## config.mk

```make
export PLATFORM = sky130hd
export DESIGN_NAME = dwpid_merge_flat
export DESIGN_NICKNAME = d
export VERILOG_FILES = /design/src/dwpid_pkg.sv /design/src/dwpid_out_if.sv /design/src/dwpid_merge.sv /design/src/flat_wrapper.sv
export SDC_FILE = /design/constraint.sdc
export NUM_CORES = 1
export LEC_CHECK = 0
export ABC_CLOCK_PERIOD_IN_PS = 1950
export BUFFER_PORTS_ARGS = -buffer_cell sky130_fd_sc_hd__buf_2
export CORE_AREA = 5 5 46 78
export DETAILED_ROUTE_END_ITERATION = 16
export DIE_AREA = 0 0 51 83
export PLACE_DENSITY = 0.79
export SYNTH_ARGS = -nofsm -noshare
export SYNTH_HDL_FRONTEND = slang
export SYNTH_SLANG_ARGS = --single-unit
```

## constraint.sdc

```tcl
create_clock -name clk -period 1.95 [get_ports clk]
set_clock_uncertainty 0.2 [all_clocks]
set_input_delay 0 -clock clk [delete_from_list [all_inputs] [get_ports clk]]
set_output_delay 0 -clock clk [all_outputs]
set_load 0.03 [all_outputs]
```

## src/dwpid_pkg.sv

```systemverilog
package dwpid_pkg;

  localparam int REG_W     = 24;
  localparam int CFG_IDX_W = 3;

  localparam logic [CFG_IDX_W-1:0] REG_KP_RIGHT    = 3'd0;
  localparam logic [CFG_IDX_W-1:0] REG_KI_RIGHT    = 3'd1;
  localparam logic [CFG_IDX_W-1:0] REG_KD_RIGHT    = 3'd2;
  localparam logic [CFG_IDX_W-1:0] REG_KP_LEFT     = 3'd3;
  localparam logic [CFG_IDX_W-1:0] REG_KI_LEFT     = 3'd4;
  localparam logic [CFG_IDX_W-1:0] REG_KD_LEFT     = 3'd5;
  localparam logic [CFG_IDX_W-1:0] REG_SPEED_SCALE = 3'd6;

  localparam logic [REG_W-1:0] KP_RESET    = 24'd150733;
  localparam logic [REG_W-1:0] KI_RESET    = 24'd0;
  localparam logic [REG_W-1:0] KD_RESET    = 24'd0;
  localparam logic [REG_W-1:0] SCALE_RESET = 24'd65536;

  localparam int FEEDBACK_ALPHA_Q8 = 64;
  localparam int TARGET_ALPHA_Q8   = 64;
  localparam int COUNTER_BITS      = 16;

  localparam int DELTA_W = COUNTER_BITS + 1;
  localparam int OPA_W   = (DELTA_W > 27) ? DELTA_W : 27;
  localparam int PROD_W  = OPA_W + REG_W + 1;
  localparam int ACC_W   = PROD_W + 2;

  localparam logic signed [15:0] DUTY_LIMIT = 16'sd25600;

  localparam logic signed [25:0] TGT_KEEP  = 26'(256 - TARGET_ALPHA_Q8);
  localparam logic signed [25:0] TGT_ALPHA = 26'(TARGET_ALPHA_Q8);
  localparam logic signed [33:0] FB_KEEP   = 34'(256 - FEEDBACK_ALPHA_Q8);
  localparam logic signed [33:0] FB_ALPHA  = 34'(FEEDBACK_ALPHA_Q8);

  typedef struct packed {
    logic [REG_W-1:0] kp;
    logic [REG_W-1:0] ki;
    logic [REG_W-1:0] kd;
  } gains_t;

  typedef struct packed {
    logic               busy;
    logic               done;
    logic signed [15:0] duty;
    logic               reverse;
  } lane_res_t;

  function automatic logic signed [15:0] lowpass_target(input logic signed [15:0] prev,
                                                        input logic signed [15:0] x);
    logic signed [25:0] s;
    s = TGT_KEEP * 26'(prev) + TGT_ALPHA * 26'(x) + 26'sd128;
    return s[23:8];
  endfunction

  function automatic logic signed [23:0] lowpass_speed(input logic signed [23:0] prev,
                                                       input logic signed [23:0] x);
    logic signed [33:0] s;
    s = FB_KEEP * 34'(prev) + FB_ALPHA * 34'(x) + 34'sd128;
    return s[31:8];
  endfunction

  function automatic logic signed [23:0] sat_err(input logic signed [24:0] v);
    logic signed [23:0] r;
    if (v > 25'(24'sh7F_FFFF)) r = 24'sh7F_FFFF;
    else if (v < 25'(24'sh80_0000)) r = 24'sh80_0000;
    else r = v[23:0];
    return r;
  endfunction

endpackage

```

## src/dwpid_out_if.sv

```systemverilog
interface dwpid_out_if;
  logic               valid;
  logic               ready;
  logic signed [15:0] duty_right;
  logic signed [15:0] duty_left;
  logic               reverse_right;
  logic               reverse_left;

  modport source (output valid, duty_right, duty_left, reverse_right, reverse_left,
                  input ready);
  modport sink (input valid, duty_right, duty_left, reverse_right, reverse_left,
                output ready);
endinterface

```

## src/dwpid_merge.sv

```systemverilog
module dwpid_merge import dwpid_pkg::*; (
  input  logic                clk,
  input  logic                rst_n,
  input  lane_res_t           res_right,
  input  lane_res_t           res_left,
  output logic                ack,
  dwpid_out_if.source         out_ch
);

  logic               valid_r;
  logic signed [15:0] duty_right_r;
  logic signed [15:0] duty_left_r;
  logic               rev_right_r;
  logic               rev_left_r;

  assign ack = res_right.done && res_left.done && (!valid_r || out_ch.ready);

  always_ff @(posedge clk) begin
    if (!rst_n) begin
      valid_r <= 1'b0;
    end else if (ack) begin
      valid_r <= 1'b1;
    end else if (out_ch.ready) begin
      valid_r <= 1'b0;
    end
  end

  always_ff @(posedge clk) begin
    if (ack) begin
      duty_right_r <= res_right.duty;
      duty_left_r  <= res_left.duty;
      rev_right_r  <= res_right.reverse;
      rev_left_r   <= res_left.reverse;
    end
  end

  assign out_ch.valid         = valid_r;
  assign out_ch.duty_right    = duty_right_r;
  assign out_ch.duty_left     = duty_left_r;
  assign out_ch.reverse_right = rev_right_r;
  assign out_ch.reverse_left  = rev_left_r;

endmodule

```

## src/flat_wrapper.sv

```systemverilog
// flat-port wrapper written by rule: the top's interface ports become plain ports
module dwpid_merge_flat import dwpid_pkg::*;
  (clk, rst_n, res_right, res_left, ack, out_ch_valid, out_ch_duty_right, out_ch_duty_left, out_ch_reverse_right, out_ch_reverse_left, out_ch_ready);
  dwpid_out_if out_ch_i ();
  input  logic clk;
  input  logic rst_n;
  input  lane_res_t res_right;
  input  lane_res_t res_left;
  output logic ack;
  output wire logic [$bits(out_ch_i.valid)-1:0] out_ch_valid;
  output wire logic [$bits(out_ch_i.duty_right)-1:0] out_ch_duty_right;
  output wire logic [$bits(out_ch_i.duty_left)-1:0] out_ch_duty_left;
  output wire logic [$bits(out_ch_i.reverse_right)-1:0] out_ch_reverse_right;
  output wire logic [$bits(out_ch_i.reverse_left)-1:0] out_ch_reverse_left;
  input wire logic [$bits(out_ch_i.ready)-1:0] out_ch_ready;
  assign out_ch_valid = out_ch_i.valid;
  assign out_ch_duty_right = out_ch_i.duty_right;
  assign out_ch_duty_left = out_ch_i.duty_left;
  assign out_ch_reverse_right = out_ch_i.reverse_right;
  assign out_ch_reverse_left = out_ch_i.reverse_left;
  assign out_ch_i.ready = out_ch_ready;
  dwpid_merge u_core (.clk(clk), .rst_n(rst_n), .res_right(res_right), .res_left(res_left), .ack(ack), .out_ch(out_ch_i));
endmodule
```

# Word-level counts from Yosys, hierarchy flattened
# Index checks and enable logic that the tools add are counted.
# word_totals
wordCells	12
in_bits	41
ff_bits	35
out_inout_bits	36
# classes
n_mux	2
reduce_logical	5
# ops
cell	n
1-bit logical AND	2
1-bit two-way mux	2
2-bit nonzero test	1
1-bit zero test	1
1-bit logical OR	1

# Depth between registers and ports, before layout
# logic_depth
ltp_word	4
ltp_mapped	2

# Worst setup path before layout
# No wires, ideal clock.
# synth_timing
path_type	reg2reg
from	register u_core.valid_r, in the netlist u_core.out_ch.valid
to	register u_core.duty_left_r[0], in the netlist u_core.out_ch.duty_left[0] (enable)
stages_incl_launch_ff	3
required_ps	1364
synth_period_minus_slack_ps	1846
n_path_buf	0
arrival_ps	1261
setup_slack_ps	104
path_cell_list	dfxtp_1 > nand2b_1 > nor2b_4
# synth_between
elab_chain_len	3
# synth_rtl
element	line	text
from (decl)	dwpid_merge.sv:10	logic valid_r;
from (signal assigned)	dwpid_merge.sv:20	valid_r <= 1'b0;
from (signal assigned)	dwpid_merge.sv:22	valid_r <= 1'b1;
from (signal assigned)	dwpid_merge.sv:24	valid_r <= 1'b0;
1-bit zero test	dwpid_merge.sv:16	assign ack = res_right.done && res_left.done && (!valid_r || out_ch.ready);
1-bit logical OR	dwpid_merge.sv:16	
1-bit logical AND	dwpid_merge.sv:16	
named net ack	flat_wrapper.sv:9	output logic ack;
to (signal assigned)	dwpid_merge.sv:31	duty_left_r <= res_left.duty;
to (decl)	dwpid_merge.sv:12	logic signed [15:0] duty_left_r;
# The timed path passes the listed nets, and every way through them passes these cells.
# A chain may end at the register's enable or synchronous reset.

# Worst setup path after layout
# layout_timing
from	register u_core.valid_r, in the netlist u_core.out_ch.valid
to	output port ack
# layout_between
elab_chain_len	3
# layout_rtl
element	line
1-bit zero test	dwpid_merge.sv:16
1-bit logical OR	dwpid_merge.sv:16
1-bit logical AND	dwpid_merge.sv:16
to (decl)	flat_wrapper.sv:9
# Every way passes these cells.

==> results.cfg <==
[sta]
rsz0062_at_grt = no
worst_pin_slew_ns = 0.296
relSlewSlack_pct = 80.2
max_freq_ghz = 0.666
fin_ws_ns = 0.449
finalSetupViolCount = 0
hold_viol_final = 0
min_period_over_period_pct = 77.0
setup_tns_ns = 0
period_needed_ns = 1.50
finalMaxSlewViolations = 0

[worst_hold_path]
min_to = u_core.out_ch.duty_left[8]
whs_path_depth = 3
hold_start = res_left[17]
hold_path.class = in -> reg

[drt]
first_pass_iters = 2
avgViaCountPerCell = 4.45
antenna_left = 0
drc = 0
vias = 827
drt_wl_total_um = 2610
wl_per_cell_um = 14.0
drt_iter0_drc = 10

[power]
irDropWorstVdd_mv = 0.687
leakagePower_nw = 0.846
powerDensity_nw_per_um2 = 801
total_power_mw = 1.56

[clock_tree]
htree_levels = 2
cts-resized-gates = 0
cts_tree = built
path_clk_slew_ns = 0.06
cts.sinks = 35
cts_buffers = 5
clockRootBuffer = clkbuf_8
cts_buffer_depth = 2
clock_latency_ns = 0.28

[yosys]
synth_cell_types = 6
synth_top_area_cell = edfxtp_1
avgSynthCellArea_sq_um = 27.6
synth_area_leaders = edfxtp_1 (95%), dfxtp_1 (1.9%), nor2b_4 (1.3%)
synth_top_area_share_pct = 94.9
synthSimpleGateAreaFrac_pct = 2.21
syn_nets = 80
syn_area_sq_um = 1080
synthXorXnorAreaFrac_pct = 0
synth_compound_area_share_pct = 1.05
ys_seq_elements = 35
seq_area_frac_synth_pct = 96.7
synth_top_family_by_area = simple AND/OR/NAND/NOR gates
ys_warn_count = 0
synthMuxAreaShare_pct = 0
synth_fa_ha_area_share_pct = 0
synth_cells = 39

[grt]
grt_pass1_wl_um = 4230
grt_use_total_pct = 13.8
antenna_found_initial = 0
grt_pass1_vias = 928
grt.overflow.total = 0
grt_start_max_net_pins = 27

[critical_path]
worstRegToRegCells = 3
worst-path-max-fanout = 10
critical_path_class = reg -> out
r2r-end = u_core.out_ch.reverse_left
arrival_ns = 1.30
endpoint_kind = output pin
rrSetupSlack_ns = 0.46
worst_r2r_startpoint = u_core.out_ch.valid
start_kind = flop
crit_required_ns = 1.75

[floorplanning]
die-area_sq_um = 4230
initial_utilization_pct = 37.2
rows = 26
die_h_um = 83
die_w_um = 51
fp.coreArea_sq_um = 2900
ioPinCount = 77

[finish]
nFillCells = 190
diodes = 0
layout_common_cells = buf_2 (74), dlygate4sd3_1 (36), edfxtp_1 (34)
layout.nets = 198
stdcell_count = 186
final_area_sq_um = 1950
drive_gt1_share_pct = 53.8
layout_commonest_cell = buf_2
multi_input_area_sq_um = 35.0
areaGrowthSynthToFinish_pct = 80.8
regArea_sq_um = 1040

[outcome]
status = finished clean

[placement]
place_ws_ns = 0.457
dp_hpwl_um = 1850
place_inst = 142
io_buffer_count = 74
gp_congestion = 0.681
placed_area_sq_um = 1500

[job]
maxCapViolations = 0
## what timing repair did
item	in CTS	in global routing
buffers inserted	0	0
hold endpoints to repair	35	0
hold buffers	36	0
## cells in the mapped netlist
| library cell | n |
|---|---|
| dfxtp_1 | 1 |
| nand2_1 | 1 |
| a21boi_2 | 1 |
| edfxtp_1 | 34 |
| nand2b_1 | 1 |
| nor2b_4 | 1 |
## critical path, cell delays in order, from the launching register on
cell	delay, ns
dfxtp_1	0.31
nand2b_1	0.12
nor2b_4	0.33
buf_2	0.26
## where the power goes
part	internal (mW)	total, mW	switching (mW)	leakage, nW
combinational	0.101	0.212	0.111	0.472
clock	0.244	0.476	0.233	0.0477
sequential	0.864	0.871	0.00692	0.326
## metrics by stage
stage                     utilization [%]  hold WS, ns
after global routing                 67.2       0.0443
after floorplan                         -       -0.101
after detailed placement             51.9      -0.0216
after CTS                            67.2       0.0318
final                                67.2       0.0375
after global placement               51.9      -0.0227
## worst max-delay path by stage
stage	endpoint	depth (start not counted)	start	slack, ns
after global placement	u_core.out_ch.duty_left[6]	3	u_core.out_ch.valid	0.52
after global routing	ack	3	u_core.out_ch.valid	0.39
final	ack	3	u_core.out_ch.valid	0.45
after floorplan	u_core.out_ch.duty_left[0]	2	u_core.out_ch.valid	0.10
after detailed placement	u_core.out_ch.duty_left[6]	3	u_core.out_ch.valid	0.46
after CTS	ack	3	u_core.out_ch.valid	0.42
## sequential cells by signal, summed over array words and instances, names as in the netlist
signal                       count
u_core.out_ch.reverse_right      1
u_core.out_ch.duty_left         16
u_core.out_ch.duty_right        16
u_core.out_ch.valid              1
u_core.out_ch.reverse_left       1
## layer usage
metal,wire length (um),share of wire (%),vias up,GRT usage [%]
met1,783,30,377,12.7
met3,279,11,11,6.99
met4,113,4.3,0,7.84
met2,1430,55,52,23.3
li1,-,-,387,-
met5,0,0,-,0
## logic make-up (layout without fill, tap and decap cells)
logic type / after synthesis / count (layout)
flip-flops: 35 / 35
AND/OR/NAND/NOR: 3 / 3
buffers and inverters: 0 / 119
AO/OA/AOI/OAI: 1 / 1
## layout make-up
cell class                      instances  area share [%]
Timing Repair Buffer                  111            38.6
Sequential cell                        35            53.5
Tap cell                               28            1.80
Clock inverter                          3           0.772
Clock buffer                            5            3.54
Multi-Input combinational cell          4            1.80
Note: power is estimated with default switching activity, not from simulation.
